[config.mk]
export PLATFORM = sky130hd
export DESIGN_NAME = ffha_alu
export DESIGN_NICKNAME = d
export VERILOG_FILES = /design/src/design/ffha_pkg.sv /design/src/design/ffha_alu.sv
export SDC_FILE = /design/constraint.sdc
export NUM_CORES = 1
export LEC_CHECK = 0
export ABC_AREA = 1
export CELL_PAD_IN_SITES_DETAIL_PLACEMENT = 0
export CELL_PAD_IN_SITES_GLOBAL_PLACEMENT = 1
export CORE_MARGIN = 1.5
export CORE_UTILIZATION = 51
export DETAILED_ROUTE_END_ITERATION = 8
export DONT_BUFFER_PORTS = 1
export PLACE_DENSITY = 0.87
export SYNTH_ARGS = -nofsm -noshare
export SYNTH_HDL_FRONTEND = slang
export SYNTH_SLANG_ARGS = --single-unit
[constraint.sdc]
create_clock -name vclk -period 3.3
set_input_delay 0.495 -clock vclk [all_inputs]
set_output_delay 0.495 -clock vclk [all_outputs]
set_load 0.005 [all_outputs]
[src/design/ffha_pkg.sv]
// Shared types, constants and helpers of the first-fit heap allocator.
package ffha_pkg;

   localparam int MAX_HEAP_BYTES = 65536;
   localparam int HEADER_BYTES   = 16;
   localparam int HEAP_RESET     = 4096;
   localparam int MIN_HEAP       = 64;

   // Heap is handled in 4-byte words throughout
   localparam int DEPTH       = MAX_HEAP_BYTES / 4;
   localparam int ADDR_W      = $clog2(DEPTH);
   localparam int OFF_W       = ADDR_W + 1;
   localparam int SIZE_W      = ADDR_W;
   localparam int HDR_W       = HEADER_BYTES / 4;
   localparam int SPLIT_MIN_W = HDR_W + 1;
   localparam int BYTES_W     = 17;
   localparam int PTR_W       = 16;

   localparam logic [1:0] KIND_ALLOC   = 2'd0;
   localparam logic [1:0] KIND_FREE    = 2'd1;
   localparam logic [1:0] KIND_REALLOC = 2'd2;

   typedef enum logic [1:0] {
      STATUS_DONE,
      STATUS_NO_FIT,
      STATUS_BAD_OFFSET,
      STATUS_ZERO_SIZE
   } status_type;

   typedef enum logic [1:0] {
      MODE_ALLOC,
      MODE_SHRINK,
      MODE_GROW,
      MODE_FREE
   } mode_type;

   typedef enum logic [4:0] {
      ST_CLEAR,
      ST_INIT,
      ST_IDLE,
      ST_LOOK,
      ST_LOOK_CHK,
      ST_F_MARK,
      ST_A_RD,
      ST_A_CHK,
      ST_SPLIT,
      ST_SPLIT_B,
      ST_POST,
      ST_U_RD,
      ST_U_CHK,
      ST_U_NX,
      ST_U_NCHK,
      ST_U_WB,
      ST_DONE
   } state_type;

   typedef struct packed {
      logic              start;
      logic              free;
      logic [SIZE_W-1:0] size;
   } entry_type;

   typedef struct packed {
      logic              we;
      logic [ADDR_W-1:0] waddr;
      entry_type         wdata;
      logic [ADDR_W-1:0] raddr;
   } mem_req_type;

   typedef struct packed {
      logic [OFF_W-1:0]  base;
      logic [SIZE_W-1:0] len;
      logic [OFF_W-1:0]  need;
   } alu_in_type;

   typedef struct packed {
      logic [OFF_W:0]    step;
      logic              fits;
      logic              split_ok;
      logic [SIZE_W-1:0] rest;
      logic [OFF_W-1:0]  tail;
   } alu_out_type;

   typedef struct packed {
      status_type       status;
      logic [PTR_W-1:0] offset;
      logic             moved;
   } rsp_type;

   // Heap size in words: rounded down to 4 bytes, saturated to the legal range
   function automatic logic [OFF_W-1:0] heap_words(logic [BYTES_W-1:0] v);
      logic [BYTES_W-1:0] r;
      r = {v[BYTES_W-1:2], 2'b00};
      if (r < BYTES_W'(MIN_HEAP)) r = BYTES_W'(MIN_HEAP);
      if (r > BYTES_W'(MAX_HEAP_BYTES)) r = BYTES_W'(MAX_HEAP_BYTES);
      return r[OFF_W+1:2];
   endfunction

endpackage

[src/design/ffha_alu.sv]
// Shared walk and fit unit: next block offset, fit and split tests.
module ffha_alu import ffha_pkg::*; (
   input  alu_in_type  alu_in,
   output alu_out_type alu_out
);

   logic [OFF_W:0] need_split;

   assign need_split = {1'b0, alu_in.need} + (OFF_W+1)'(SPLIT_MIN_W);

   // Offset just past a block of the given payload length
   assign alu_out.step = {1'b0, alu_in.base} + (OFF_W+1)'(HDR_W)
                         + (OFF_W+1)'(alu_in.len);

   // Fit and split tests against the rounded request
   assign alu_out.fits     = {1'b0, alu_in.len} >= alu_in.need;
   assign alu_out.split_ok = (OFF_W+1)'(alu_in.len) >= need_split;

   // Remainder block after a split
   assign alu_out.rest = alu_in.len - alu_in.need[SIZE_W-1:0] - SIZE_W'(HDR_W);
   assign alu_out.tail = alu_in.base + OFF_W'(HDR_W) + alu_in.need;

endmodule

==> metrics.log, run 1 <==
INFO  metric wl_per_instance = 14.5 µm
INFO  metric net-switching-power = 438 µW
INFO  metric area.sequential = 0 µm²
INFO  metric hold_path_class = in -> out
INFO  metric max_slew_headroom = 73.6%
INFO  metric layout-area-overhead-vs-synth = 2.76%
INFO  metric worst-path-max-fanout = 4
INFO  metric netlist_instances = 529
INFO  metric share_seq_of_total_power = 0%
INFO  metric holdPathStages = 1
INFO  metric yosys.cell_count.top_type = sky130_fd_sc_hd__ha_1
INFO  metric setup_total_negative_slack = 0 ns
INFO  metric final_cell_count_no_fill = 606
INFO  metric grt_pass1_vias = 3,234
INFO  metric startpoint = alu_in[1]
INFO  metric final_hold_viol_count = 0
INFO  metric final-setup-viol-count = 0
INFO  metric synth_top_cells_by_count = 107 x sky130_fd_sc_hd__ha_1, 102 x sky130_fd_sc_hd__nand2_1, 91 x sky130_fd_sc_hd__inv_1, 43 x sky130_fd_sc_hd__a21oi_1, 42 x sky130_fd_sc_hd__nand3_1
INFO  metric design.die.area = 7340 µm²
INFO  metric report.final.slew_viol_count = 0
INFO  metric dp_hpwl = 8030 µm
INFO  metric max_slew.worst_pin.slew = 0.396 ns
INFO  metric drcViolationCount = 0
INFO  metric final_min_period_over_clock_period = 80.9%
INFO  metric netlist-cell-type-count = 26
INFO  metric port_buffers = 0
INFO  metric max_freq = 374 MHz
INFO  metric core_region_area = 6460 µm²
INFO  metric leakagePower = 2.08 nW
INFO  metric power.share.clock = 0%
INFO  metric holdBufCountCts = 0
INFO  metric grt_overflow = 0
INFO  metric final.min_clock_period = 2.67 ns
INFO  metric placement.cell_area = 3580 µm²
INFO  metric flops_and_latches = 0
INFO  metric synth_top_cells_by_area = sky130_fd_sc_hd__ha_1 38%, sky130_fd_sc_hd__nand2_1 11%, sky130_fd_sc_hd__inv_1 9.8%
INFO  metric post_cts_resized = 0
INFO  metric dr_total_vias = 3,384
INFO  metric drv_cap = 0
INFO  metric synth_nets = 684
INFO  metric place_inst = 606
INFO  metric die_y = 85.7 µm
INFO  metric fraction_of_synthesized_cell_area_taken_by_the_top_area_cell_type = 38.4%
INFO  metric worst_ep_required_time = 2.80 ns
INFO  metric grt_antenna_before_repair = 0
INFO  metric effective_utilization_at_floorplan = 54.0%
INFO  metric classification_of_the_worst_setup_path = in -> out
INFO  metric gp_congestion = 0.854
INFO  metric synth.cell_area = 3490 µm²
INFO  metric detail_route.first_pass.iterations = 5
INFO  metric synth_sequential_area_ratio = 0%
INFO  metric synth_area_leader_cell = sky130_fd_sc_hd__ha_1
INFO  metric synth.avg_cell_area = 6.59 µm²
INFO  metric worst-endpoint-arrival = 2.18 ns
INFO  metric power.share.combinational = 100.0%
INFO  metric largest_net_degree_at_the_start_of_global_routing = 8
INFO  metric kind_of_launch_point_of_the_worst_setup_path = primary input
INFO  metric buffer_count_from_post_cts_setup_fixing = 0
INFO  metric power.density_cell_area = 198 nW/µm²
INFO  metric setup_repair_after_global_routing_missed_its_margin = no
INFO  metric layout-drive-gt1-share = 1.13%
INFO  metric outcome = completed
INFO  metric final_antenna_net_count = 0
INFO  metric boundaryPins = 91
INFO  metric grt_use_total = 23.8%
INFO  metric grt_first_pass_wirelength = 14,500 µm
INFO  metric drt_iter0_drc = 116
INFO  metric core.rowCount = 29
INFO  metric final_nets = 686
INFO  metric worst_hold_startpoint = alu_in[29]
INFO  metric clock_buf_count = 0
INFO  metric synth_warnings = 0
INFO  metric die_w = 85.7 µm
INFO  metric internal-power = 272 µW
INFO  metric final_design_area_no_fill = 3580 µm²
INFO  metric kind_of_end_point_of_the_critical_path = output pin
INFO  metric ir_worst_vdd = 102 µV
INFO  metric postRouteWirelength = 8800 µm
INFO  metric num_antenna_cells = 0
INFO  metric via_density_per_instance = 5.58
INFO  metric switching_share = 61.7%
[kinds of logic after synthesis]
| kind of cell | share of synthesized area (%) |
|---|---|
| buffers and inverters | 10.0 |
| AO/OA/AOI/OAI | 13.2 |
| adder cells (fa/ha/maj) | 40.7 |
| AND/OR/NAND/NOR | 25.1 |
| XOR/XNOR | 11.1 |
[path summary, 6_finish.rpt]
path / endpoint / slack, ns
hold / removal: alu_out[0] / 1.10
setup / recovery: alu_out[28] / 0.63
[cell usage in the layout, fill, tap and decap left out, types with 11 or more instances in the layout]
master / synthesis / final
sky130_fd_sc_hd__a21oi_1: 43 / 43
sky130_fd_sc_hd__inv_1: 91 / 91
sky130_fd_sc_hd__xnor2_1: 11 / 11
sky130_fd_sc_hd__nand2_1: 102 / 102
sky130_fd_sc_hd__xor2_1: 33 / 33
sky130_fd_sc_hd__nand3_1: 42 / 42
sky130_fd_sc_hd__o21ai_0: 11 / 11
sky130_fd_sc_hd__ha_1: 107 / 107
sky130_fd_sc_hd__nor2_1: 33 / 33
sky130_fd_sc_hd__nand4_1: 11 / 11
[layout make-up]
cell class	instances	area, µm²
tap	77	96.3
inverter	93	349
fill	698	2880
multi-input combinational	436	3140
[worst max-delay path: stages]
cell                      delay, ns
sky130_fd_sc_hd__inv_1         0.02
sky130_fd_sc_hd__ha_1          0.32
sky130_fd_sc_hd__ha_1          0.26
sky130_fd_sc_hd__fa_1          0.43
sky130_fd_sc_hd__nand3_1       0.09
sky130_fd_sc_hd__nand3_1       0.17
sky130_fd_sc_hd__nand3_1       0.18
sky130_fd_sc_hd__nand3_1       0.09
sky130_fd_sc_hd__nand2_1       0.06
sky130_fd_sc_hd__nand2_1       0.06
[power by group through the flow]
stage	logic [mW]	registers (mW)	clock network, mW
after floorplan	0.575	0	0
after global placement	0.706	0	0
after detailed placement	0.710	0	0
after CTS	0.716	0	0
after global routing	0.815	0	0
final	0.710	0	0
[metal layers]
layer | track usage (%) | vias to the layer above | wire length, µm
met3 | 2.31 | 4 | 371
met4 | 1.32 | 0 | 65
met1 | 30.2 | 1548 | 3900
met2 | 45.4 | 58 | 4470
met5 | 0 | - | 0
li1 | - | 1774 | -
[through the flow]
stage	power [mW]	utilization, %	setup slack [ns]	hold WS, ns
2_1_floorplan	0.575	-	0.799	1.10
3_3_place_gp	0.706	55.5	0.654	1.11
3_5_place_dp	0.710	55.5	0.616	1.11
4_1_cts	0.716	55.5	0.609	1.11
5_1_grt	0.815	55.5	0.469	1.11
6_report	0.710	55.5	0.629	1.10
Power figures use the tool's default switching activity.
==> run 2: changes to the inputs <==
Settings changed: CORE_UTILIZATION 51 to 48, PLACE_DENSITY 0.87 to 0.83.
Clock period 3.3 ns to 2.7 ns, I/O delays scaled along.
==> metrics.log, run 2 (synthesis gave the netlist of run 1 again) <==
INFO  metric final_antenna_net_count = 0 (unchanged)
INFO  metric outcome = completed
INFO  metric core_region_area = 6910 µm² (+6.9%)
INFO  metric max_slew_headroom = 70.5% (-3.1 points)
INFO  metric area.sequential = 0 µm² (unchanged)
INFO  metric ir_worst_vdd = 109 µV (+7.2%)
INFO  metric setup_total_negative_slack = 0 ns (unchanged)
INFO  metric total_of_fill_cells_in_the_finished_design = 740 (+6.0%)
INFO  metric flops_and_latches = 0 (unchanged)
INFO  metric worst_ep_required_time = 2.30 ns (-0.50 ns)
INFO  metric num_antenna_cells = 0 (unchanged)
INFO  metric wl_per_instance = 14.2 µm (-2.4%)
INFO  metric grt_use_total = 23.1% (-0.72 points)
INFO  metric multi_input_area = 3140 µm² (unchanged)
INFO  metric final_hold_viol_count = 0 (unchanged)
INFO  metric die_w = 88.2 µm (+3.0%)
INFO  metric report.power.total = 863 µW (+22%)
INFO  metric final_min_period_over_clock_period = 91.9%
INFO  metric dp_hpwl = 8170 µm (+1.7%)
INFO  metric hold_path_end = alu_out[0]
INFO  metric hold_path_class = in -> out
INFO  metric layout-drive-gt1-share = 1.13% (unchanged)
INFO  metric dr_total_vias = 3,316 (-2.0%)
INFO  metric worst-path-max-fanout = 4 (unchanged)
INFO  metric via_density_per_instance = 5.31 (-5.0%)
INFO  metric largest_net_degree_at_the_start_of_global_routing = 8 (unchanged)
INFO  metric final_cell_mix = 107 x sky130_fd_sc_hd__ha_1, 102 x sky130_fd_sc_hd__nand2_1, 91 x sky130_fd_sc_hd__inv_1, 43 x sky130_fd_sc_hd__a21oi_1, 42 x sky130_fd_sc_hd__nand3_1
INFO  metric kind_of_launch_point_of_the_worst_setup_path = primary input
INFO  metric buffer_count_from_post_cts_setup_fixing = 0 (unchanged)
INFO  metric layout-area-overhead-vs-synth = 3.45%
INFO  metric clock_buf_count = 0 (unchanged)
INFO  metric timing.hold.ws = 0.924 ns (-0.181 ns)
INFO  metric grt_pass1_vias = 3,198 (-1.1%)
INFO  metric drv_cap = 0 (unchanged)
INFO  metric grt_overflow = 0 (unchanged)
INFO  metric final_cell_count_no_fill = 625 (+3.1%)
INFO  metric max_slew.worst_pin.slew = 0.443 ns (+0.0464 ns)
INFO  metric core.rowCount = 30 (+3.4%)
INFO  metric effective_utilization_at_floorplan = 50.5% (-3.5 points)
INFO  metric setup_repair_after_global_routing_missed_its_margin = no
INFO  metric design.die.area = 7780 µm² (+6.0%)
INFO  metric port_buffers = 0 (unchanged)
INFO  metric max_freq = 403 MHz
INFO  metric final.min_clock_period = 2.48 ns
INFO  metric grt_antenna_before_repair = 0 (unchanged)
INFO  metric place_inst = 625 (+3.1%)
INFO  metric postRouteWirelength = 8860 µm (+0.69%)
INFO  metric holdPathStages = 1 (unchanged)
INFO  metric kind_of_end_point_of_the_critical_path = output pin
INFO  metric drt_iter0_drc = 142 (+22%)
INFO  metric grt_first_pass_wirelength = 14,700 µm (+1.0%)
INFO  metric leakagePower = 2.08 nW (unchanged)
INFO  metric worst_hold_startpoint = alu_in[29]
INFO  metric classification_of_the_worst_setup_path = in -> out
INFO  metric drcViolationCount = 0 (unchanged)
INFO  metric layout.cells.most_common = sky130_fd_sc_hd__ha_1
INFO  metric power.density_cell_area = 239 nW/µm² (+21%)
INFO  metric final_nets = 686 (unchanged)
INFO  metric holdBufCountCts = 0 (unchanged)
INFO  metric post_cts_resized = 0 (unchanged)
INFO  metric report.final.slew_viol_count = 0 (unchanged)
INFO  metric detail_route.first_pass.iterations = 4 (-1)
INFO  metric boundaryPins = 91 (unchanged)
INFO  metric final-setup-viol-count = 0 (unchanged)
INFO  metric worst-endpoint-arrival = 2.08 ns (-0.10 ns)
INFO  metric fin_util = 52.2% (-3.3 points)
INFO  metric die_y = 88.2 µm (+3.0%)
INFO  metric gp_congestion = 0.847 (-0.85%)
[run 2: how the worst max path moves through the flow]
stage	startpoint	endpoint	slack [ns]	depth (start not counted)
finish	alu_in[1]	alu_out[28]	0.22	10
global route	alu_in[1]	alu_out[28]	0.07	10
CTS	alu_in[1]	alu_out[28]	0.21	10
detailed placement	alu_in[1]	alu_out[28]	0.22	10
global placement	alu_in[1]	alu_out[28]	0.22	10
floorplan	alu_in[1]	alu_out[22]	0.38	8
[run 2: layer usage]
metal	part of all wire [%]	up-vias	GRT usage (%)
met2	51	60	45.0
li1	-	1771	-
met4	0	0	0
met5	0	-	0
met3	4.7	0	2.52
met1	44	1485	28.9
[run 2: where the power goes]
group / internal, mW / switching, mW / total (mW)
Sequential: 0 / 0 / 0
Combinational: 0.333 / 0.529 / 0.863
Clock: 0 / 0 / 0
Total: 0.333 / 0.529 / 0.863
[run 2: stage by stage]
stage | area [µm²] | setup WS, ns
final | 3610 | 0.219
after global routing | 3610 | 0.0731
after CTS | 3610 | 0.208
after detailed placement | 3610 | 0.216
after global placement | 3610 | 0.220
after floorplan | 3490 | 0.379
[run 2: critical path: stages]
cell	delay, ns
sky130_fd_sc_hd__inv_1	0.02
sky130_fd_sc_hd__ha_1	0.32
sky130_fd_sc_hd__ha_1	0.25
sky130_fd_sc_hd__fa_1	0.43
sky130_fd_sc_hd__nand3_1	0.09
sky130_fd_sc_hd__nand3_1	0.16
sky130_fd_sc_hd__nand3_1	0.18
sky130_fd_sc_hd__nand3_1	0.09
sky130_fd_sc_hd__nand2_1	0.06
sky130_fd_sc_hd__nand2_1	0.06
[run 2: area by class of cell]
type,instances,area share (%)
tap,96,3.33
multi-input combinational,436,87.0
inverter,93,9.68
==> run 3: changes to the inputs <==
Settings changed: ABC_CLOCK_PERIOD_IN_PS from default to 2700, RECOVER_POWER from default to 100.
==> metrics.log, run 3 (synthesis gave the netlist of run 1 again) <==
INFO  metric final_hold_viol_count = 0 (unchanged)
INFO  metric power.density_cell_area = 239 nW/µm² (about the same)
INFO  metric worst_ep_required_time = 2.30 ns (about the same)
INFO  metric layout.cells.most_common = sky130_fd_sc_hd__ha_1
INFO  metric setup_total_negative_slack = 0 ns (unchanged)
INFO  metric gp_congestion = 0.847 (unchanged)
INFO  metric final_nets = 686 (unchanged)
INFO  metric dp_hpwl = 8170 µm (unchanged)
INFO  metric layout-area-overhead-vs-synth = 3.45% (unchanged)
INFO  metric worst-endpoint-arrival = 2.08 ns (about the same)
INFO  metric clock_buf_count = 0 (unchanged)
INFO  metric power.share.clock = 0% (unchanged)
INFO  metric detail_route.first_pass.iterations = 4 (unchanged)
INFO  metric final.min_clock_period = 2.48 ns (unchanged)
INFO  metric worst-path-max-fanout = 4 (unchanged)
INFO  metric area.sequential = 0 µm² (unchanged)
INFO  metric report.power.total = 863 µW (about the same)
INFO  metric outcome = completed
INFO  metric drt_iter0_drc = 142 (unchanged)
INFO  metric holdPathStages = 1 (unchanged)
INFO  metric effective_utilization_at_floorplan = 50.5% (unchanged)
INFO  metric leakagePower = 2.08 nW (about the same)
INFO  metric max_slew.worst_pin.slew = 0.440 ns (-0.00239 ns)
INFO  metric kind_of_end_point_of_the_critical_path = output pin
INFO  metric dpl_worst_slack = 0.216 ns (unchanged)
INFO  metric classification_of_the_worst_setup_path = in -> out
INFO  metric startpoint = alu_in[1]
INFO  metric grt_antenna_before_repair = 0 (unchanged)
INFO  metric final_cell_mix = 107 x sky130_fd_sc_hd__ha_1, 102 x sky130_fd_sc_hd__nand2_1, 92 x sky130_fd_sc_hd__inv_1, 43 x sky130_fd_sc_hd__a21oi_1, 42 x sky130_fd_sc_hd__nand3_1
INFO  metric postRouteWirelength = 8860 µm (about the same)
INFO  metric boundaryPins = 91 (unchanged)
INFO  metric total_of_fill_cells_in_the_finished_design = 740 (unchanged)
INFO  metric dr_total_vias = 3,313 (-0.090%)
INFO  metric grt_use_total = 23.1% (unchanged)
INFO  metric design.die.area = 7780 µm² (unchanged)
INFO  metric hold_path_class = in -> out
INFO  metric final_antenna_net_count = 0 (unchanged)
INFO  metric largest_net_degree_at_the_start_of_global_routing = 8 (unchanged)
INFO  metric layout_setup_ws = 0.219 ns (unchanged)
INFO  metric die_w = 88.2 µm (unchanged)
INFO  metric via_density_per_instance = 5.30 (about the same)
INFO  metric core.rowCount = 30 (unchanged)
INFO  metric max_slew_headroom = 70.6% (+0.16 points)
INFO  metric final-setup-viol-count = 0 (unchanged)
INFO  metric timing.hold.ws = 0.924 ns (unchanged)
INFO  metric post_cts_resized = 0 (unchanged)
INFO  metric ir_worst_vdd = 109 µV (about the same)
INFO  metric flops_and_latches = 0 (unchanged)
INFO  metric switching_share = 61.4% (about the same)
INFO  metric worstSetupEndpoint = alu_out[28]
INFO  metric setup_repair_after_global_routing_missed_its_margin = no
INFO  metric final_min_period_over_clock_period = 91.9% (unchanged)
INFO  metric holdBufCountCts = 0 (unchanged)
INFO  metric num_antenna_cells = 0 (unchanged)
INFO  metric internal-power = 333 µW (about the same)
INFO  metric buffer_count_from_post_cts_setup_fixing = 0 (unchanged)
INFO  metric power.share.combinational = 100.0% (about the same)
INFO  metric core_region_area = 6910 µm² (unchanged)
INFO  metric share_seq_of_total_power = 0% (unchanged)
INFO  metric port_buffers = 0 (unchanged)
INFO  metric drv_cap = 0 (unchanged)
INFO  metric grt_overflow = 0 (unchanged)
INFO  metric grt_first_pass_wirelength = 14,700 µm (unchanged)
INFO  metric max_freq = 403 MHz (unchanged)
INFO  metric multi_input_area = 3140 µm² (unchanged)
INFO  metric grt_pass1_vias = 3,198 (unchanged)
INFO  metric kind_of_launch_point_of_the_worst_setup_path = primary input
INFO  metric net-switching-power = 529 µW (about the same)
INFO  metric die_y = 88.2 µm (unchanged)
INFO  metric report.final.slew_viol_count = 0 (unchanged)
INFO  metric drcViolationCount = 0 (unchanged)
INFO  metric layout-drive-gt1-share = 0.945% (-0.19 points)
INFO  metric wl_per_instance = 14.2 µm (about the same)
[run 3: cell types whose count changed in the layout (fill, tap and decap cells not counted)]
cell                    delta
sky130_fd_sc_hd__inv_1     +1
sky130_fd_sc_hd__inv_2     -1
[run 3: metrics by stage]
step | instance area (µm²) | utilization, % | std cells
2_1_floorplan | 3490 | - | 529
3_3_place_gp | 3610 | 52.2 | 625
3_5_place_dp | 3610 | 52.2 | 625
4_1_cts | 3610 | 52.2 | 625
5_1_grt | 3610 | 52.2 | 625
6_report | 3610 | 52.2 | 625
[run 3: power by group through the flow]
stage                     clock, mW  combinational [mW]  sequential [mW]
after detailed placement          0               0.868                0
after CTS                         0               0.873                0
after floorplan                   0               0.703                0
final                             0               0.863                0
after global placement            0               0.859                0
after global routing              0               0.993                0
[run 3: final cells by class]
type | count | area share (%)
inverter | 93 | 9.68
multi-input combinational | 436 | 87.0
tap | 96 | 3.33
[run 3: per-layer routing]
| layer | GRT usage [%] | wire [µm] | up-vias |
|---|---|---|---|
| met2 | 45.0 | 4540 | 60 |
| met4 | 0 | 0 | 0 |
| met1 | 28.9 | 3910 | 1481 |
| met3 | 2.52 | 414 | 0 |
| met5 | 0 | 0 | - |
| li1 | - | - | 1772 |
[run 3: worst min-delay path by stage]
stage / startpoint / endpoint / slack, ns
after floorplan: alu_in[29] / alu_out[0] / 0.92
after global placement: alu_in[29] / alu_out[31] / 0.93
after detailed placement: alu_in[29] / alu_out[0] / 0.92
after CTS: alu_in[29] / alu_out[0] / 0.92
after global routing: alu_in[29] / alu_out[0] / 0.93
final: alu_in[29] / alu_out[0] / 0.92
[run 3: worst max-delay path, cell delays in order]
cell and delay [ns]:
sky130_fd_sc_hd__inv_1 0.02, sky130_fd_sc_hd__ha_1 0.32, sky130_fd_sc_hd__ha_1 0.25, sky130_fd_sc_hd__fa_1 0.43, sky130_fd_sc_hd__nand3_1 0.09, sky130_fd_sc_hd__nand3_1 0.16, sky130_fd_sc_hd__nand3_1 0.18, sky130_fd_sc_hd__nand3_1 0.09
sky130_fd_sc_hd__nand2_1 0.06, sky130_fd_sc_hd__nand2_1 0.06
