$ cat config.mk
export PLATFORM = sky130hd
export DESIGN_NAME = ffha_ctrl
export DESIGN_NICKNAME = d
export VERILOG_FILES = /design/src/design/ffha_pkg.sv /design/src/design/ffha_ctrl.sv
export SDC_FILE = /design/constraint.sdc
export NUM_CORES = 1
export LEC_CHECK = 0
export ABC_AREA = 0
export BUFFER_PORTS_ARGS = -buffer_cell sky130_fd_sc_hd__buf_2
export CELL_PAD_IN_SITES_DETAIL_PLACEMENT = 1
export CELL_PAD_IN_SITES_GLOBAL_PLACEMENT = 1
export CORE_UTILIZATION = 42
export CTS_CLUSTER_DIAMETER = 40
export DETAILED_ROUTE_END_ITERATION = 7
export PLACE_DENSITY = 0.78
export SLEW_MARGIN = 30
export SYNTH_ARGS = -nofsm -noshare
export SYNTH_HDL_FRONTEND = slang
export SYNTH_SLANG_ARGS = --single-unit
$ cat constraint.sdc
create_clock -name clock -period 4.2 [get_ports clock]
set_input_delay 0.21 -clock clock [delete_from_list [all_inputs] [get_ports clock]]
set_output_delay 0.21 -clock clock [all_outputs]
set_load 0.005 [all_outputs]
$ cat src/design/ffha_pkg.sv
// Shared types, constants and helpers of the first-fit heap allocator.
package ffha_pkg;

   localparam int MAX_HEAP_BYTES = 65536;
   localparam int HEADER_BYTES   = 16;
   localparam int HEAP_RESET     = 4096;
   localparam int MIN_HEAP       = 64;

   // Heap is handled in 4-byte words throughout
   localparam int DEPTH       = MAX_HEAP_BYTES / 4;
   localparam int ADDR_W      = $clog2(DEPTH);
   localparam int OFF_W       = ADDR_W + 1;
   localparam int SIZE_W      = ADDR_W;
   localparam int HDR_W       = HEADER_BYTES / 4;
   localparam int SPLIT_MIN_W = HDR_W + 1;
   localparam int BYTES_W     = 17;
   localparam int PTR_W       = 16;

   localparam logic [1:0] KIND_ALLOC   = 2'd0;
   localparam logic [1:0] KIND_FREE    = 2'd1;
   localparam logic [1:0] KIND_REALLOC = 2'd2;

   typedef enum logic [1:0] {
      STATUS_DONE,
      STATUS_NO_FIT,
      STATUS_BAD_OFFSET,
      STATUS_ZERO_SIZE
   } status_type;

   typedef enum logic [1:0] {
      MODE_ALLOC,
      MODE_SHRINK,
      MODE_GROW,
      MODE_FREE
   } mode_type;

   typedef enum logic [4:0] {
      ST_CLEAR,
      ST_INIT,
      ST_IDLE,
      ST_LOOK,
      ST_LOOK_CHK,
      ST_F_MARK,
      ST_A_RD,
      ST_A_CHK,
      ST_SPLIT,
      ST_SPLIT_B,
      ST_POST,
      ST_U_RD,
      ST_U_CHK,
      ST_U_NX,
      ST_U_NCHK,
      ST_U_WB,
      ST_DONE
   } state_type;

   typedef struct packed {
      logic              start;
      logic              free;
      logic [SIZE_W-1:0] size;
   } entry_type;

   typedef struct packed {
      logic              we;
      logic [ADDR_W-1:0] waddr;
      entry_type         wdata;
      logic [ADDR_W-1:0] raddr;
   } mem_req_type;

   typedef struct packed {
      logic [OFF_W-1:0]  base;
      logic [SIZE_W-1:0] len;
      logic [OFF_W-1:0]  need;
   } alu_in_type;

   typedef struct packed {
      logic [OFF_W:0]    step;
      logic              fits;
      logic              split_ok;
      logic [SIZE_W-1:0] rest;
      logic [OFF_W-1:0]  tail;
   } alu_out_type;

   typedef struct packed {
      status_type       status;
      logic [PTR_W-1:0] offset;
      logic             moved;
   } rsp_type;

   // Heap size in words: rounded down to 4 bytes, saturated to the legal range
   function automatic logic [OFF_W-1:0] heap_words(logic [BYTES_W-1:0] v);
      logic [BYTES_W-1:0] r;
      r = {v[BYTES_W-1:2], 2'b00};
      if (r < BYTES_W'(MIN_HEAP)) r = BYTES_W'(MIN_HEAP);
      if (r > BYTES_W'(MAX_HEAP_BYTES)) r = BYTES_W'(MAX_HEAP_BYTES);
      return r[OFF_W+1:2];
   endfunction

endpackage

$ cat src/design/ffha_ctrl.sv
// Sequencer and datapath registers of the allocator: walk, split and merge.
module ffha_ctrl import ffha_pkg::*; (
   input  logic                clock,
   input  logic                reset,
   input  logic                req_valid,
   output logic                req_ready,
   input  logic [1:0]          req_kind,
   input  logic [PTR_W-1:0]    req_payload_offset,
   input  logic [BYTES_W-1:0]  req_request_bytes,
   input  logic                csr_valid,
   output logic                csr_ready,
   input  logic [BYTES_W-1:0]  csr_heap_bytes,
   input  logic                rsp_free,
   output logic                rsp_load,
   output rsp_type             rsp_data,
   output alu_in_type          alu_in,
   input  alu_out_type         alu_out,
   output mem_req_type         mem_req,
   input  entry_type           rdata
);

   state_type         state_ff, state_in;
   logic [OFF_W-1:0]  heap_w_ff, heap_w_in;
   logic [ADDR_W-1:0] clr_ff, clr_in;
   mode_type          mode_ff, mode_in;
   logic [PTR_W-1:0]  p_ff, p_in;
   logic [OFF_W-1:0]  need_ff, need_in;
   logic [OFF_W-1:0]  off_ff, off_in;
   entry_type         cur_ff, cur_in;
   logic [OFF_W-1:0]  old_off_ff, old_off_in;
   logic [SIZE_W-1:0] old_size_ff, old_size_in;
   logic              keep_free_ff, keep_free_in;
   logic [OFF_W-1:0]  nx_ff, nx_in;
   status_type        status_ff, status_in;
   logic [PTR_W-1:0]  res_ff, res_in;
   logic              moved_ff, moved_in;

   logic              req_xfer, csr_xfer;
   logic [ADDR_W-1:0] look_off;
   logic              p_ok;
   logic              at_end, step_end, merge_ok;
   logic [BYTES_W:0]  need_sum;
   logic [ADDR_W-1:0] grant_w;

   assign req_ready = (state_ff == ST_IDLE);
   assign csr_ready = 1'b1;
   assign req_xfer  = req_valid & req_ready;
   assign csr_xfer  = csr_valid & csr_ready;

   // Header position named by a payload offset, and its sanity checks
   assign look_off = p_ff[PTR_W-1:2] - ADDR_W'(HDR_W);
   assign p_ok     = (p_ff >= PTR_W'(HEADER_BYTES)) && (p_ff[1:0] == 2'b00)
                     && ({1'b0, look_off} < heap_w_ff);

   assign at_end   = off_ff >= heap_w_ff;
   assign step_end = alu_out.step >= {1'b0, heap_w_ff};
   assign merge_ok = rdata.start & rdata.free;
   assign need_sum = {1'b0, req_request_bytes} + (BYTES_W+1)'(3);
   assign grant_w  = off_ff[ADDR_W-1:0] + ADDR_W'(HDR_W);

   // Shared unit operands
   always_comb begin
      alu_in.base = off_ff;
      alu_in.len  = cur_ff.size;
      alu_in.need = need_ff;
      if (state_ff == ST_U_NCHK) begin
         alu_in.base = OFF_W'(cur_ff.size);
      end
      if (state_ff == ST_A_CHK || state_ff == ST_U_CHK || state_ff == ST_LOOK_CHK
          || state_ff == ST_U_NCHK) begin
         alu_in.len = rdata.size;
      end
   end

   // Next state
   always_comb begin
      state_in = state_ff;
      case (state_ff)
         ST_CLEAR:    if (clr_ff == ADDR_W'(DEPTH-1)) state_in = ST_INIT;
         ST_INIT:     state_in = ST_IDLE;
         ST_IDLE: begin
            if (req_xfer) begin
               if (req_kind == KIND_FREE) begin
                  state_in = (req_payload_offset == '0) ? ST_DONE : ST_LOOK;
               end else if (req_kind == KIND_ALLOC
                            || (req_kind == KIND_REALLOC && req_payload_offset == '0)) begin
                  state_in = (req_request_bytes == '0) ? ST_DONE : ST_A_RD;
               end else if (req_kind == KIND_REALLOC) begin
                  state_in = ST_LOOK;
               end else begin
                  state_in = ST_DONE;
               end
            end
         end
         ST_LOOK:     state_in = p_ok ? ST_LOOK_CHK : ST_DONE;
         ST_LOOK_CHK: begin
            if (!rdata.start) state_in = ST_DONE;
            else if (mode_ff == MODE_FREE) state_in = ST_F_MARK;
            else if (alu_out.fits) state_in = ST_SPLIT;
            else state_in = ST_A_RD;
         end
         ST_F_MARK:   state_in = ST_U_RD;
         ST_A_RD:     state_in = at_end ? ST_DONE : ST_A_CHK;
         ST_A_CHK:    state_in = (rdata.free && alu_out.fits) ? ST_SPLIT : ST_A_RD;
         ST_SPLIT:    state_in = alu_out.split_ok ? ST_SPLIT_B : ST_POST;
         ST_SPLIT_B:  state_in = ST_POST;
         ST_POST:     state_in = (mode_ff == MODE_GROW) ? ST_U_RD : ST_DONE;
         ST_U_RD:     state_in = at_end ? ST_DONE : ST_U_CHK;
         ST_U_CHK:    state_in = rdata.free ? ST_U_NX : ST_U_RD;
         ST_U_NX:     state_in = step_end ? ST_U_WB : ST_U_NCHK;
         ST_U_NCHK:   state_in = merge_ok ? ST_U_NX : ST_U_WB;
         ST_U_WB:     state_in = ST_U_RD;
         ST_DONE:     if (rsp_free) state_in = ST_IDLE;
         default:     state_in = ST_IDLE;
      endcase
      if (csr_xfer) state_in = ST_CLEAR;
   end

   // Memory port and result hand-off
   always_comb begin
      mem_req.we    = 1'b0;
      mem_req.waddr = off_ff[ADDR_W-1:0];
      mem_req.wdata = cur_ff;
      mem_req.raddr = off_ff[ADDR_W-1:0];
      rsp_load      = 1'b0;
      case (state_ff)
         ST_CLEAR: begin
            mem_req.we    = 1'b1;
            mem_req.waddr = clr_ff;
            mem_req.wdata = '0;
         end
         ST_INIT: begin
            mem_req.we    = 1'b1;
            mem_req.waddr = '0;
            mem_req.wdata = '{start: 1'b1, free: 1'b1,
                              size: SIZE_W'(heap_w_ff - OFF_W'(HDR_W))};
         end
         ST_LOOK:   mem_req.raddr = look_off;
         ST_F_MARK: begin
            mem_req.we    = 1'b1;
            mem_req.waddr = old_off_ff[ADDR_W-1:0];
            mem_req.wdata = '{start: 1'b1, free: 1'b1, size: old_size_ff};
         end
         ST_SPLIT: begin
            mem_req.we = 1'b1;
            if (alu_out.split_ok) begin
               mem_req.waddr = alu_out.tail[ADDR_W-1:0];
               mem_req.wdata = '{start: 1'b1, free: 1'b1, size: alu_out.rest};
            end else begin
               mem_req.wdata = '{start: 1'b1, free: keep_free_ff, size: cur_ff.size};
            end
         end
         ST_SPLIT_B: begin
            mem_req.we    = 1'b1;
            mem_req.wdata = '{start: 1'b1, free: keep_free_ff,
                              size: need_ff[SIZE_W-1:0]};
         end
         ST_POST: begin
            if (mode_ff == MODE_GROW) begin
               mem_req.we    = 1'b1;
               mem_req.waddr = old_off_ff[ADDR_W-1:0];
               mem_req.wdata = '{start: 1'b1, free: 1'b1, size: old_size_ff};
            end
         end
         ST_U_NX:   mem_req.raddr = alu_out.step[ADDR_W-1:0];
         ST_U_NCHK: begin
            mem_req.we    = merge_ok;
            mem_req.waddr = nx_ff[ADDR_W-1:0];
            mem_req.wdata = '0;
         end
         ST_U_WB:   mem_req.we = 1'b1;
         ST_DONE:   rsp_load = rsp_free;
         default: begin
         end
      endcase
   end

   assign rsp_data.status = status_ff;
   assign rsp_data.offset = (status_ff == STATUS_DONE) ? res_ff : '0;
   assign rsp_data.moved  = (status_ff == STATUS_DONE) & moved_ff;

   // Datapath register updates
   always_comb begin
      heap_w_in    = heap_w_ff;
      clr_in       = clr_ff;
      mode_in      = mode_ff;
      p_in         = p_ff;
      need_in      = need_ff;
      off_in       = off_ff;
      cur_in       = cur_ff;
      old_off_in   = old_off_ff;
      old_size_in  = old_size_ff;
      keep_free_in = keep_free_ff;
      nx_in        = nx_ff;
      status_in    = status_ff;
      res_in       = res_ff;
      moved_in     = moved_ff;
      case (state_ff)
         ST_CLEAR: clr_in = clr_ff + ADDR_W'(1);
         ST_IDLE: begin
            if (req_xfer) begin
               p_in         = req_payload_offset;
               // Rounding past 17 bits saturates, so no block ever fits
               need_in      = need_sum[BYTES_W] ? '1 : need_sum[OFF_W+1:2];
               off_in       = '0;
               status_in    = STATUS_DONE;
               res_in       = '0;
               moved_in     = 1'b0;
               keep_free_in = 1'b0;
               if (req_kind == KIND_FREE) begin
                  mode_in = MODE_FREE;
               end else if (req_kind == KIND_REALLOC && req_payload_offset != '0) begin
                  mode_in = MODE_SHRINK;
               end else begin
                  mode_in = MODE_ALLOC;
                  if (req_request_bytes == '0 && req_kind != KIND_FREE
                      && (req_kind == KIND_ALLOC || req_kind == KIND_REALLOC)) begin
                     status_in = STATUS_ZERO_SIZE;
                  end
               end
            end
         end
         ST_LOOK: begin
            if (p_ok) off_in = {1'b0, look_off};
            else status_in = STATUS_BAD_OFFSET;
         end
         ST_LOOK_CHK: begin
            if (!rdata.start) begin
               status_in = STATUS_BAD_OFFSET;
            end else begin
               cur_in       = rdata;
               old_off_in   = off_ff;
               old_size_in  = rdata.size;
               keep_free_in = rdata.free;
               if (mode_ff == MODE_SHRINK && !alu_out.fits) begin
                  mode_in      = MODE_GROW;
                  off_in       = '0;
                  keep_free_in = 1'b0;
               end
               if (mode_ff == MODE_FREE) off_in = '0;
            end
         end
         ST_A_RD: if (at_end) status_in = STATUS_NO_FIT;
         ST_A_CHK: begin
            cur_in = rdata;
            if (!(rdata.free && alu_out.fits)) off_in = alu_out.step[OFF_W-1:0];
         end
         ST_POST: begin
            if (mode_ff == MODE_SHRINK) begin
               res_in = p_ff;
            end else begin
               res_in = {grant_w, 2'b00};
            end
            if (mode_ff == MODE_GROW) begin
               moved_in = 1'b1;
               off_in   = '0;
            end
         end
         ST_U_CHK: begin
            cur_in = rdata;
            if (!rdata.free) off_in = alu_out.step[OFF_W-1:0];
         end
         ST_U_NX:   if (!step_end) nx_in = alu_out.step[OFF_W-1:0];
         ST_U_NCHK: if (merge_ok) cur_in.size = alu_out.step[SIZE_W-1:0];
         ST_U_WB:   off_in = alu_out.step[OFF_W-1:0];
         default: begin
         end
      endcase
      if (csr_xfer) begin
         heap_w_in = heap_words(csr_heap_bytes);
         clr_in    = '0;
      end
   end

   // Control registers
   always_ff @(posedge clock) begin
      if (reset) begin
         state_ff  <= ST_CLEAR;
         heap_w_ff <= OFF_W'(HEAP_RESET / 4);
         clr_ff    <= '0;
      end else begin
         state_ff  <= state_in;
         heap_w_ff <= heap_w_in;
         clr_ff    <= clr_in;
      end
   end

   // Payload registers
   always_ff @(posedge clock) begin
      mode_ff      <= mode_in;
      p_ff         <= p_in;
      need_ff      <= need_in;
      off_ff       <= off_in;
      cur_ff       <= cur_in;
      old_off_ff   <= old_off_in;
      old_size_ff  <= old_size_in;
      keep_free_ff <= keep_free_in;
      nx_ff        <= nx_in;
      status_ff    <= status_in;
      res_ff       <= res_in;
      moved_ff     <= moved_in;
   end

   a_csr_restarts_clear: assert property (@(posedge clock) disable iff (reset)
      csr_xfer |=> (state_ff == ST_CLEAR) && (clr_ff == '0))
      else $error("heap write did not restart the clearing pass");

   a_split_fits: assert property (@(posedge clock) disable iff (reset)
      (state_ff == ST_SPLIT) |-> alu_out.fits)
      else $error("split entered on a block that does not fit");

   a_merge_in_heap: assert property (@(posedge clock) disable iff (reset)
      (state_ff == ST_U_NCHK) |-> (nx_ff < heap_w_ff))
      else $error("merge candidate lies beyond the heap");

   a_grow_moves: assert property (@(posedge clock) disable iff (reset)
      (state_ff == ST_POST && mode_ff == MODE_GROW) |-> (old_off_ff != off_ff))
      else $error("grow granted the old block again");

endmodule

==> results of run 1 <==
-- placed cells by master, fill, tap and decap left out, types with 12 or more instances in the layout --
master         count
buf_2            226
edfxtp_1         126
nand2_1          120
nor2_1            77
ha_1              48
mux2_2            41
a21oi_1           39
nand3_1           35
dfxtp_1           34
inv_1             32
and2_1            31
o21ai_0           28
dlygate4sd3_1     28
a21o_1            26
a222oi_1          23
xor2_1            23
xnor2_1           22
a221o_1           21
clkbuf_16         17
buf_4             17
nand4_1           16
a211oi_1          16
nor2b_1           14
nor3_1            12
nor4_1            12
-- what timing repair did --
action	4_1_cts	5_1_grt
resized for setup	0	0
setup endpoints to repair	0	0
hold buffers	27	1
buffers inserted	0	0
hold endpoints to repair	27	1
-- registers in the layout (all words and copies together) (netlist names), 2 cells and up --
signal,count
mode_ff,2
off_ff,15
clr_ff,14
res_ff,16
state_ff,5
heap_w_ff,15
need_ff,15
p_ff,16
status_ff,2
cur_ff,16
old_size_ff,14
nx_ff,14
old_off_ff,14
-- cells by family (layout without fill, tap and decap cells) --
kind of cell	Yosys count	in the layout	share of synthesized area (%)
multiplexers	43	43	4.92
buffers and inverters	83	336	3.41
AO/OA/AOI/OAI	225	225	16.7
XOR/XNOR	45	45	4.01
other	1	1	0.0382
AND/OR/NAND/NOR	380	380	19.3
adder cells (fa/ha/maj)	48	48	6.11
flip-flops	160	160	45.5
-- path summary, 6_finish.rpt --
path	endpoint	slack [ps]	cells past startpoint
setup / recovery	off_ff[10]$_DFFE_PP_	440	12
hold / removal	old_size_ff[8]$_DFFE_PP_	10	1
setup reg to reg	off_ff[10]$_DFFE_PP_	440	12
hold reg to reg	heap_w_ff[13]$_SDFFE_PP0P_	510	2
-- power by group through the flow --
stage / clock [mW] / sequential, mW / combinational [mW]
2_1_floorplan: 0 / 1.74 / 0.111
3_3_place_gp: 0 / 1.75 / 0.243
3_5_place_dp: 0 / 1.75 / 0.253
4_1_cts: 1.53 / 1.71 / 0.276
5_1_grt: 1.59 / 1.71 / 0.303
6_report: 1.52 / 1.71 / 0.281
-- metal layers --
layer  share of wire [%]  GRT usage, %  up-vias  wire length (µm)
li1                    -             -     4204                 -
met1                  40          41.4     4632             15700
met2                  47          54.1      524             18400
met3                 8.3          5.85       82              3250
met4                 4.5          17.2        0              1740
met5                   0             0        -                 0
-- area by class of cell --
cell class / instances / area share, %
Multi-Input combinational cell: 742 / 41.5
Sequential cell: 160 / 36.8
Timing Repair Buffer: 272 / 12.8
Clock buffer: 17 / 3.51
Tap cell: 313 / 3.23
Clock inverter: 15 / 1.10
Inverter: 32 / 0.990
-- worst max-delay path, delay by kind of cell (launching register included) --
| family | cells | cell delay (ps) |
|---|---|---|
| AOI/OAI and AO/OA | 4 | 1070 |
| xor gates and xnor gates | 1 | 400 |
| adders and majority gates | 2 | 560 |
| buffers and inverters | 2 | 420 |
| DFF | 1 | 490 |
| and+or+nand+nor | 3 | 510 |
==> impl_metrics.env, run 1 <==
export IMPL_reg2reg_from="p_ff[4]$_DFFE_PP_"
export IMPL_vdd_drop_max_mv=0.244
export IMPL_yosysTopAreaCellShare_pct=38.5
export IMPL_grt_pass1_wl_um=57800
export IMPL_syn_avg_cell_area_um2=9.97
export IMPL_pre_cts_ws_ps=563
export IMPL_rows=55
export IMPL_first_global_vias=9551
export IMPL_relSlewSlack_pct=38.1
export IMPL_clock_latency_ps=440
export IMPL_cp_start_kind="flip-flop"
export IMPL_yosysMostFrequentCell="edfxtp_1"
export IMPL_setup_ws_ps=442
export IMPL_diodes=0
export IMPL_place_gp_congestion=0.924
export IMPL_cp_data_required_time_ps=4320
export IMPL_fmax_mhz=266
export IMPL_drv_slew=0
export IMPL_postSynth_asyncResetShare_pct=0
export IMPL_die_width_um=155
export IMPL_crit_type="reg -> reg"
export IMPL_share_seq_of_total_power_pct=48.7
export IMPL_core_area_mm2=0.0228
export IMPL_antenna_left=0
export IMPL_finalPower_mw=3.52
export IMPL_antenna_found_initial=0
export IMPL_drt_iter0_markers=894
export IMPL_cts_sinks=160
export IMPL_die_area_mm2=0.0240
export IMPL_io_buffers=226
export IMPL_cts_tree="done"
export IMPL_drive_gt1_share_pct=26.8
export IMPL_synth_cells=985
export IMPL_syn_area_mm2=0.00982
export IMPL_clock_skew_ps=8.59
export IMPL_p_switching_mw=0.869
export IMPL_num_fill_cells=2590
export IMPL_cp_startpoint="p_ff[4]$_DFFE_PP_"
export IMPL_powerDensity_mw_per_mm2=290
export IMPL_hp_class="in -> reg"
export IMPL_fin_hold_ws_ps=13.6
export IMPL_dr_pass1_iters=6
export IMPL_start_util_pct=43.1
export IMPL_layout_cells_non_filler=1551
export IMPL_route_vias_total=9442
export IMPL_vias_per_cell=6.09
export IMPL_multi_input_area_mm2=0.00504
export IMPL_cp_data_arrival_time_ps=3880
export IMPL_dpl_cell_area_mm2=0.0113
export IMPL_endpoint_kind="flip-flop"
export IMPL_rsz0062_at_grt="no"
export IMPL_status="finished, final reports clean"
export IMPL_internal_power_mw=2.65
export IMPL_max_clock_path_buffers=2
export IMPL_wl_per_cell_um=25.2
export IMPL_io_pins=231
export IMPL_tns_ps=0
export IMPL_synth_edf_count=126
export IMPL_worst_slew_pin_slew_ps=928
export IMPL_period_share_pct=89.5
export IMPL_crit_slowest_cell="edfxtp_1"
export IMPL_register_area_mm2=0.00446
export IMPL_placed_cells=1491
export IMPL_comb_power_share_pct=8.0
export IMPL_drc=0
export IMPL_p_leak_nw=4.93
export IMPL_slowest_delay_ps=490
export IMPL_synthFlopType="edfxtp_1"
export IMPL_h_tree_depth=4
export IMPL_grt_total_usage_pct=32.9
export IMPL_maxCapViolations=0
export IMPL_synth_seq_cells=160
export IMPL_p_clk_share_pct=43.3
export IMPL_path_cells="inv_1 -> ha_1 -> nand2_1 -> xnor2_1 -> ha_1 -> and3_1 -> a221oi_1 -> o211ai_1 -> a21oi_1 -> o221a_2 -> and4_1 -> buf_4"
export IMPL_post_route_util_pct=53.3
export IMPL_grt_overflow=0
export IMPL_hp_start="rdata[8]"
export IMPL_synth_area_leaders="edfxtp_1, dfxtp_1, ha_1"
export IMPL_area_growth_synth_to_final_pct=23.6
export IMPL_die_y_um=155
export IMPL_yosysSeqAreaShare_pct=45.5
export IMPL_cp_max_fo=15
export IMPL_hold_viol_final=0
export IMPL_p_sw_share_pct=24.7
export IMPL_design_area_mm2=0.0121
export IMPL_cts_buffers=17
export IMPL_ys_types=71
export IMPL_grt_max_degree=48
export IMPL_clk_pin_slew_ps=70
export IMPL_finalSetupViolCount=0
export IMPL_synth_commonest_cells="edfxtp_1, nand2_1, nor2_1, ha_1, mux2_2"
export IMPL_final_nets=1393
export IMPL_synth_area_leader_cell="edfxtp_1"
export IMPL_finalCriticalPeriod_ps=3760
export IMPL_crit_top_cell="ha_1"
export IMPL_cts_root_buf="clkbuf_16"
export IMPL_synth_fp_nets=1153
export IMPL_wl_um=39100
export IMPL_dp_hpwl_um=29600
export IMPL_ys_warn_count=0
Power figures use the tool's default switching activity.
==> inputs of run 2 (changes only) <==
- CELL_PAD_IN_SITES_GLOBAL_PLACEMENT: 1 -> 2
- CORE_UTILIZATION: 42 -> 30
- PLACE_DENSITY: 0.78 -> 0.73
- clock period: 4.2 -> 3.2 ns (I/O delays scaled with it)
==> run 2 against run 1 <==
Against the previous run:
- global-route usage is 8.5 points lower
- first-iteration DRC count is 17% lower
- clock-buffer cell count is 3 higher
- flip-flop and latch count stayed put
- critical path type unchanged
- sequential power is 32% higher
- critical path depth is 3 higher
- wire length is 4.6% higher
- setup slack worse by 430 ps
- sequential share of layout area is 2.6 points lower
- clock skew is 5.0 ps higher
- largest power group unchanged
==> impl_metrics.env, run 2 (synthesis results as in run 1) <==
export IMPL_finalSetupViolCount=0
export IMPL_vias_per_cell=5.38
export IMPL_post_route_util_pct=40.9
export IMPL_antenna_found_initial=0
export IMPL_crit_type="reg -> reg"
export IMPL_design_area_mm2=0.0130
export IMPL_diodes=0
export IMPL_wl_met2_um=19800
export IMPL_wl_um=40900
export IMPL_start_util_pct=30.8
export IMPL_io_buffers=226
export IMPL_grt_pass1_wl_um=60300
export IMPL_final_nets=1460
export IMPL_max_clock_path_buffers=2
export IMPL_finalPower_mw=4.73
export IMPL_route_vias_total=9365
export IMPL_num_fill_cells=3729
export IMPL_final_common_cell="buf_2"
export IMPL_r2r_end="off_ff[13]$_DFFE_PP_"
export IMPL_finalCriticalPeriod_ps=3180
export IMPL_endpoint_kind="flip-flop"
export IMPL_highest_layer="met4"
export IMPL_antenna_left=0
export IMPL_grt_max_degree=45
export IMPL_hold_viol_final=0
export IMPL_cts_sinks=160
export IMPL_drt_iter0_markers=740
export IMPL_fmax_mhz=314
export IMPL_dr_pass1_iters=8
export IMPL_cp_start_kind="flip-flop"
export IMPL_layout_common_cells="buf_2, edfxtp_1, nand2_1"
export IMPL_die_y_um=183
export IMPL_placed_cells=1658
export IMPL_fin_hold_ws_ps=9.40
export IMPL_rows=65
export IMPL_clk_pin_slew_ps=70
export IMPL_status="finished, final reports clean"
export IMPL_worst_slew_pin_slew_ps=842
export IMPL_cp_max_fo=7
export IMPL_io_pins=231
export IMPL_cp_startpoint="p_ff[4]$_DFFE_PP_"
export IMPL_cp_endpoint="off_ff[13]$_DFFE_PP_"
export IMPL_first_global_vias=9586
export IMPL_drive_gt1_share_pct=31.0
export IMPL_die_area_mm2=0.0335
export IMPL_core_area_mm2=0.0319
export IMPL_clock_latency_ps=440
export IMPL_grt_overflow=0
export IMPL_cp_data_required_time_ps=3350
export IMPL_p_leak_nw=5.32
export IMPL_h_tree_depth=4
export IMPL_cts_buffers=17
export IMPL_wl_met3_um=2520
export IMPL_place_gp_congestion=0.875
export IMPL_die_width_um=183
export IMPL_drv_slew=0
export IMPL_reg2reg_from="p_ff[4]$_DFFE_PP_"
export IMPL_drc=0
export IMPL_r2r_slack_ps=20
export IMPL_area_growth_synth_to_final_pct=32.8
export IMPL_period_share_pct=99.5
export IMPL_hp_class="in -> reg"
export IMPL_wl_per_cell_um=23.5
export IMPL_maxCapViolations=0
export IMPL_relSlewSlack_pct=43.6
export IMPL_powerDensity_mw_per_mm2=363
export IMPL_dpl_cell_area_mm2=0.0118
export IMPL_vdd_drop_max_mv=0.386
export IMPL_m1WireLength_um=17700
export IMPL_clock_skew_ps=13.6
export IMPL_cp_data_arrival_time_ps=3330
export IMPL_largestRegisters="cur_ff: 16 flops, p_ff: 16 flops, res_ff: 16 flops"
export IMPL_cts_root_buf="clkbuf_16"
export IMPL_cts_tree="done"
export IMPL_reg2reg_depth=15
export IMPL_rsz0062_at_grt="yes"
export IMPL_grt_total_usage_pct=24.4
export IMPL_layout_cells_non_filler=1740
export IMPL_dp_hpwl_um=31700
==> run 2: changes by cell type in the layout (fill, tap and decap cells not counted), moves of 3 or more <==
| cell | previous run | this run |
|---|---|---|
| inv_4 | 0 | 4 |
| clkinv_1 | 3 | 0 |
| dlygate4sd3_1 | 28 | 44 |
| clkbuf_16 | 17 | 20 |
| buf_12 | 1 | 4 |
| xnor2_2 | 0 | 3 |
| buf_4 | 17 | 62 |
| xnor2_1 | 22 | 19 |
==> run 2: cell type report <==
| cell class | count | area (µm²) | area share [%] |
|---|---|---|---|
| clock buffers | 20 | 479 | 3.67 |
| clock inverters | 12 | 110 | 0.844 |
| well taps | 435 | 544 | 4.17 |
| multi-input cells | 742 | 5160 | 39.6 |
| flip-flops and latches | 160 | 4460 | 34.2 |
| repair buffers | 339 | 2160 | 16.6 |
| inverters | 32 | 120 | 0.921 |
==> run 2: worst min path at each step <==
stage                                      start                          to  slack (ps)  cells past startpoint
after global routing          csr_heap_bytes[16]  heap_w_ff[14]$_SDFFE_PP0P_          20                      3
final                         csr_heap_bytes[16]  heap_w_ff[14]$_SDFFE_PP0P_           9                      3
after detailed placement  req_payload_offset[14]          p_ff[14]$_DFFE_PP_         360                      1
after floorplan                            reset  heap_w_ff[13]$_SDFFE_PP0P_         230                      1
after global placement     req_payload_offset[2]           p_ff[2]$_DFFE_PP_         360                      1
after CTS                     csr_heap_bytes[16]  heap_w_ff[14]$_SDFFE_PP0P_           4                      3
==> run 2: timing repair <==
item	CTS	global route
endpoints found under the setup margin	15	15
hold endpoints to repair	45	0
buffers inserted	0	5
hold buffers	44	0
resized for setup	8	17
pin swaps	0	0
gates cloned	0	1
==> run 2: routing by layer <==
layer,global-route usage [%],vias to the layer above
met5,0,-
met4,7.63,0
met3,4.31,48
met2,41.1,302
met1,31.7,4678
li1,-,4337
==> run 2: per-stage QoR <==
step / TNS (ps) / worst slack, ps
floorplan: 0 / 43.3
global placement: -137 / -9.49
detailed placement: -2040 / -136
CTS: 0 / 0.691
global route: -1310 / -102
finish: 0 / 15.9
==> run 2: critical path: stages (launching register included) <==
cell and delay, ps:
edfxtp_1 440, inv_2 90, ha_2 170, nor4b_4 200
buf_4 170, nand3_4 70, xnor2_2 160, ha_1 310
nand4b_1 120, o211ai_1 100, o21bai_1 190, a21oi_1 140
buf_4 150, o221a_4 180, and4_4 250, clkbuf_16 160
==> run 2: power breakdown <==
group | switching, mW | leakage, nW | total [mW] | internal, mW
Sequential | 0.0111 | 1.42 | 2.25 | 2.24
Clock | 0.978 | 0.296 | 2.10 | 1.12
Combinational | 0.212 | 3.61 | 0.387 | 0.176
==> inputs of run 3 (changes only) <==
--- a/config.mk
+++ b/config.mk
@@ -11,6 +11,7 @@
 export CELL_PAD_IN_SITES_GLOBAL_PLACEMENT = 2
 export CORE_UTILIZATION = 30
-export CTS_CLUSTER_DIAMETER = 40
+export CTS_CLUSTER_DIAMETER = 200
 export DETAILED_ROUTE_END_ITERATION = 7
+export GPL_ROUTABILITY_DRIVEN = 0
 export PLACE_DENSITY = 0.73
 export SLEW_MARGIN = 30
==> constraint.sdc (replaced) <==
create_clock -name clock -period 3.2 [get_ports clock]
set_input_delay 0.48 -clock clock [delete_from_list [all_inputs] [get_ports clock]]
set_output_delay 0.48 -clock clock [all_outputs]
set_load 0.005 [all_outputs]
==> run 3 against run 2 <==
Against the previous run:
- critical path depth down 1
- hold slack better by 220 ps
- total power down 2.8%
- global-route usage down 0.57 points
- via count down 1.3%
- critical path type unchanged
- largest power group unchanged
- highest routed layer unchanged
==> impl_metrics.env, run 3 (synthesis results as in run 1) <==
export IMPL_cts_tree="done"
export IMPL_relSlewSlack_pct=39.6
export IMPL_vdd_drop_max_mv=0.342
export IMPL_maxCapViolations=0
export IMPL_grt_max_degree=46
export IMPL_io_buffers=226
export IMPL_drc=0
export IMPL_area_growth_synth_to_final_pct=28.9
export IMPL_clock_latency_ps=440
export IMPL_dr_pass1_iters=6
export IMPL_cp_data_arrival_time_ps=3340
export IMPL_cts_hold_buf=0
export IMPL_grt_pass1_wl_um=58400
export IMPL_finalCriticalPeriod_ps=3180
export IMPL_slowest_delay_ps=500
export IMPL_status="finished, final reports clean"
export IMPL_r2r_end="off_ff[12]$_DFFE_PP_"
export IMPL_cts_root_buf="clkbuf_16"
export IMPL_h_tree_depth=4
export IMPL_p_leak_nw=5.15
export IMPL_path_cells="inv_2 -> ha_4 -> buf_4 -> nand2_2 -> xnor2_2 -> ha_1 -> and3_4 -> a221oi_2 -> o211ai_1 -> a21oi_1 -> buf_4 -> o221a_4 -> and4_4 -> clkbuf_16"
export IMPL_antenna_left=0
export IMPL_core_area_mm2=0.0319
export IMPL_period_share_pct=99.3
export IMPL_hp_class="in -> reg"
export IMPL_rows=65
export IMPL_grt_total_usage_pct=23.8
export IMPL_final_nets=1421
export IMPL_path_depth=14
export IMPL_first_global_vias=9214
export IMPL_worst_slew_pin_slew_ps=906
export IMPL_critPathBufInv=4
export IMPL_finalPower_mw=4.60
export IMPL_r2r_slack_ps=20
export IMPL_final_common_cell="buf_2"
export IMPL_crit_type="reg -> reg"
export IMPL_antenna_found_initial=0
export IMPL_drv_slew=0
export IMPL_hold_viol_final=0
export IMPL_cts_sinks=160
export IMPL_path_delay_family="compound AO/OA/AOI/OAI gates"
export IMPL_cp_start_kind="flip-flop"
export IMPL_reg2reg_from="p_ff[5]$_DFFE_PP_"
export IMPL_layout_common_cells="buf_2, edfxtp_1, nand2_1"
export IMPL_clk_pin_slew_ps=70
export IMPL_start_util_pct=30.8
export IMPL_tns_ps=0
export IMPL_fmax_mhz=315
export IMPL_clock_skew_ps=12.5
export IMPL_diodes=0
export IMPL_wl_um=40200
export IMPL_crit_slowest_cell="edfxtp_1"
export IMPL_die_y_um=183
export IMPL_finalSetupViolCount=0
export IMPL_min_to="p_ff[9]$_DFFE_PP_"
export IMPL_endpoint_kind="flip-flop"
export IMPL_route_vias_total=9247
export IMPL_die_area_mm2=0.0335
export IMPL_cp_data_required_time_ps=3360
export IMPL_drive_gt1_share_pct=32.6
export IMPL_crit_top_cell="buf_4"
export IMPL_cp_max_fo=7
export IMPL_powerDensity_mw_per_mm2=363
export IMPL_hp_start="req_payload_offset[9]"
export IMPL_post_route_util_pct=39.7
export IMPL_max_clock_path_buffers=2
export IMPL_grt_overflow=0
export IMPL_vias_per_cell=5.44
export IMPL_drt_iter0_markers=730
export IMPL_io_pins=231
export IMPL_largestRegisters="cur_ff: 16 flops, p_ff: 16 flops, res_ff: 16 flops"
export IMPL_die_width_um=183
export IMPL_dp_hpwl_um=31500
export IMPL_cts_buffers=17
export IMPL_wl_per_cell_um=23.7
export IMPL_min_path_cells=1
export IMPL_reg2reg_depth=14
## run 3: cell types whose count changed in the layout (fill, tap and decap cells not counted), moves of 2 or more
| cell | previous run | this run |
|---|---|---|
| inv_4 | 4 | 0 |
| dfxtp_2 | 0 | 3 |
| buf_4 | 62 | 66 |
| dlygate4sd3_1 | 44 | 0 |
| buf_12 | 4 | 6 |
| clkbuf_16 | 20 | 18 |
| clkinvlp_4 | 0 | 5 |
| dfxtp_1 | 34 | 31 |
## run 3: timing repair
action / 4_1_cts / 5_1_grt
pin swaps: 0 / 19
setup buffers: 0 / 9
gates cloned: 0 / 1
gates resized for setup: 4 / 29
endpoints found under the setup margin: 20 / 25
## run 3: layout make-up
class / instances / area, µm²
Clock buffer: 18 / 429
Timing Repair Buffer: 300 / 1780
Inverter: 32 / 120
Multi-Input combinational cell: 742 / 5180
Tap cell: 435 / 544
Sequential cell: 160 / 4470
Fill cell: 3708 / 19200
Clock inverter: 13 / 133
## run 3: metrics by stage
| stage | hold slack, ps | setup WS (ps) | cell area, µm² | instances |
|---|---|---|---|---|
| after CTS | 210 | 9.99 | 12400 | 1690 |
| final | 229 | 23.8 | 12700 | 1700 |
| after global routing | 212 | -119 | 12700 | 1700 |
| after global placement | 502 | 36.8 | 11800 | 1659 |
| after floorplan | 465 | 43.3 | 9820 | 985 |
| after detailed placement | 530 | -180 | 11800 | 1659 |
## run 3: where the power goes
group	internal (mW)	total, mW	switching, mW	leakage [nW]
logic	0.142	0.345	0.203	3.47
registers	2.24	2.25	0.0109	1.42
clock network	1.08	2.01	0.924	0.261
## run 3: worst max-delay path by stage
stage	start	slack [ps]	end
6_report	p_ff[5]$_DFFE_PP_	20	off_ff[12]$_DFFE_PP_
5_1_grt	p_ff[5]$_DFFE_PP_	-120	off_ff[12]$_DFFE_PP_
4_1_cts	state_ff[3]$_SDFFE_PP0P_	10	mem_req[16]
3_5_place_dp	p_ff[5]$_DFFE_PP_	-180	off_ff[9]$_DFFE_PP_
3_3_place_gp	p_ff[5]$_DFFE_PP_	40	off_ff[9]$_DFFE_PP_
2_1_floorplan	p_ff[4]$_DFFE_PP_	40	off_ff[0]$_DFFE_PP_
## run 3: metal layers
metal / global-route usage (%) / wire length (µm) / vias to the layer above
li1: - / - / 4245
met1: 30.8 / 17600 / 4642
met2: 40.8 / 19700 / 317
met3: 4.19 / 2120 / 43
met4: 6.43 / 774 / 0
met5: 0 / 0 / -
## run 3: worst reg2reg max path, cell delays in order, from the launching register on
cell and delay, ps:
edfxtp_1 500, inv_2 140, ha_4 160, buf_4 120, nand2_2 70, xnor2_2 150
ha_1 320, and3_4 160, a221oi_2 260, o211ai_1 120, a21oi_1 170, buf_4 150
o221a_4 170, and4_4 250, clkbuf_16 160
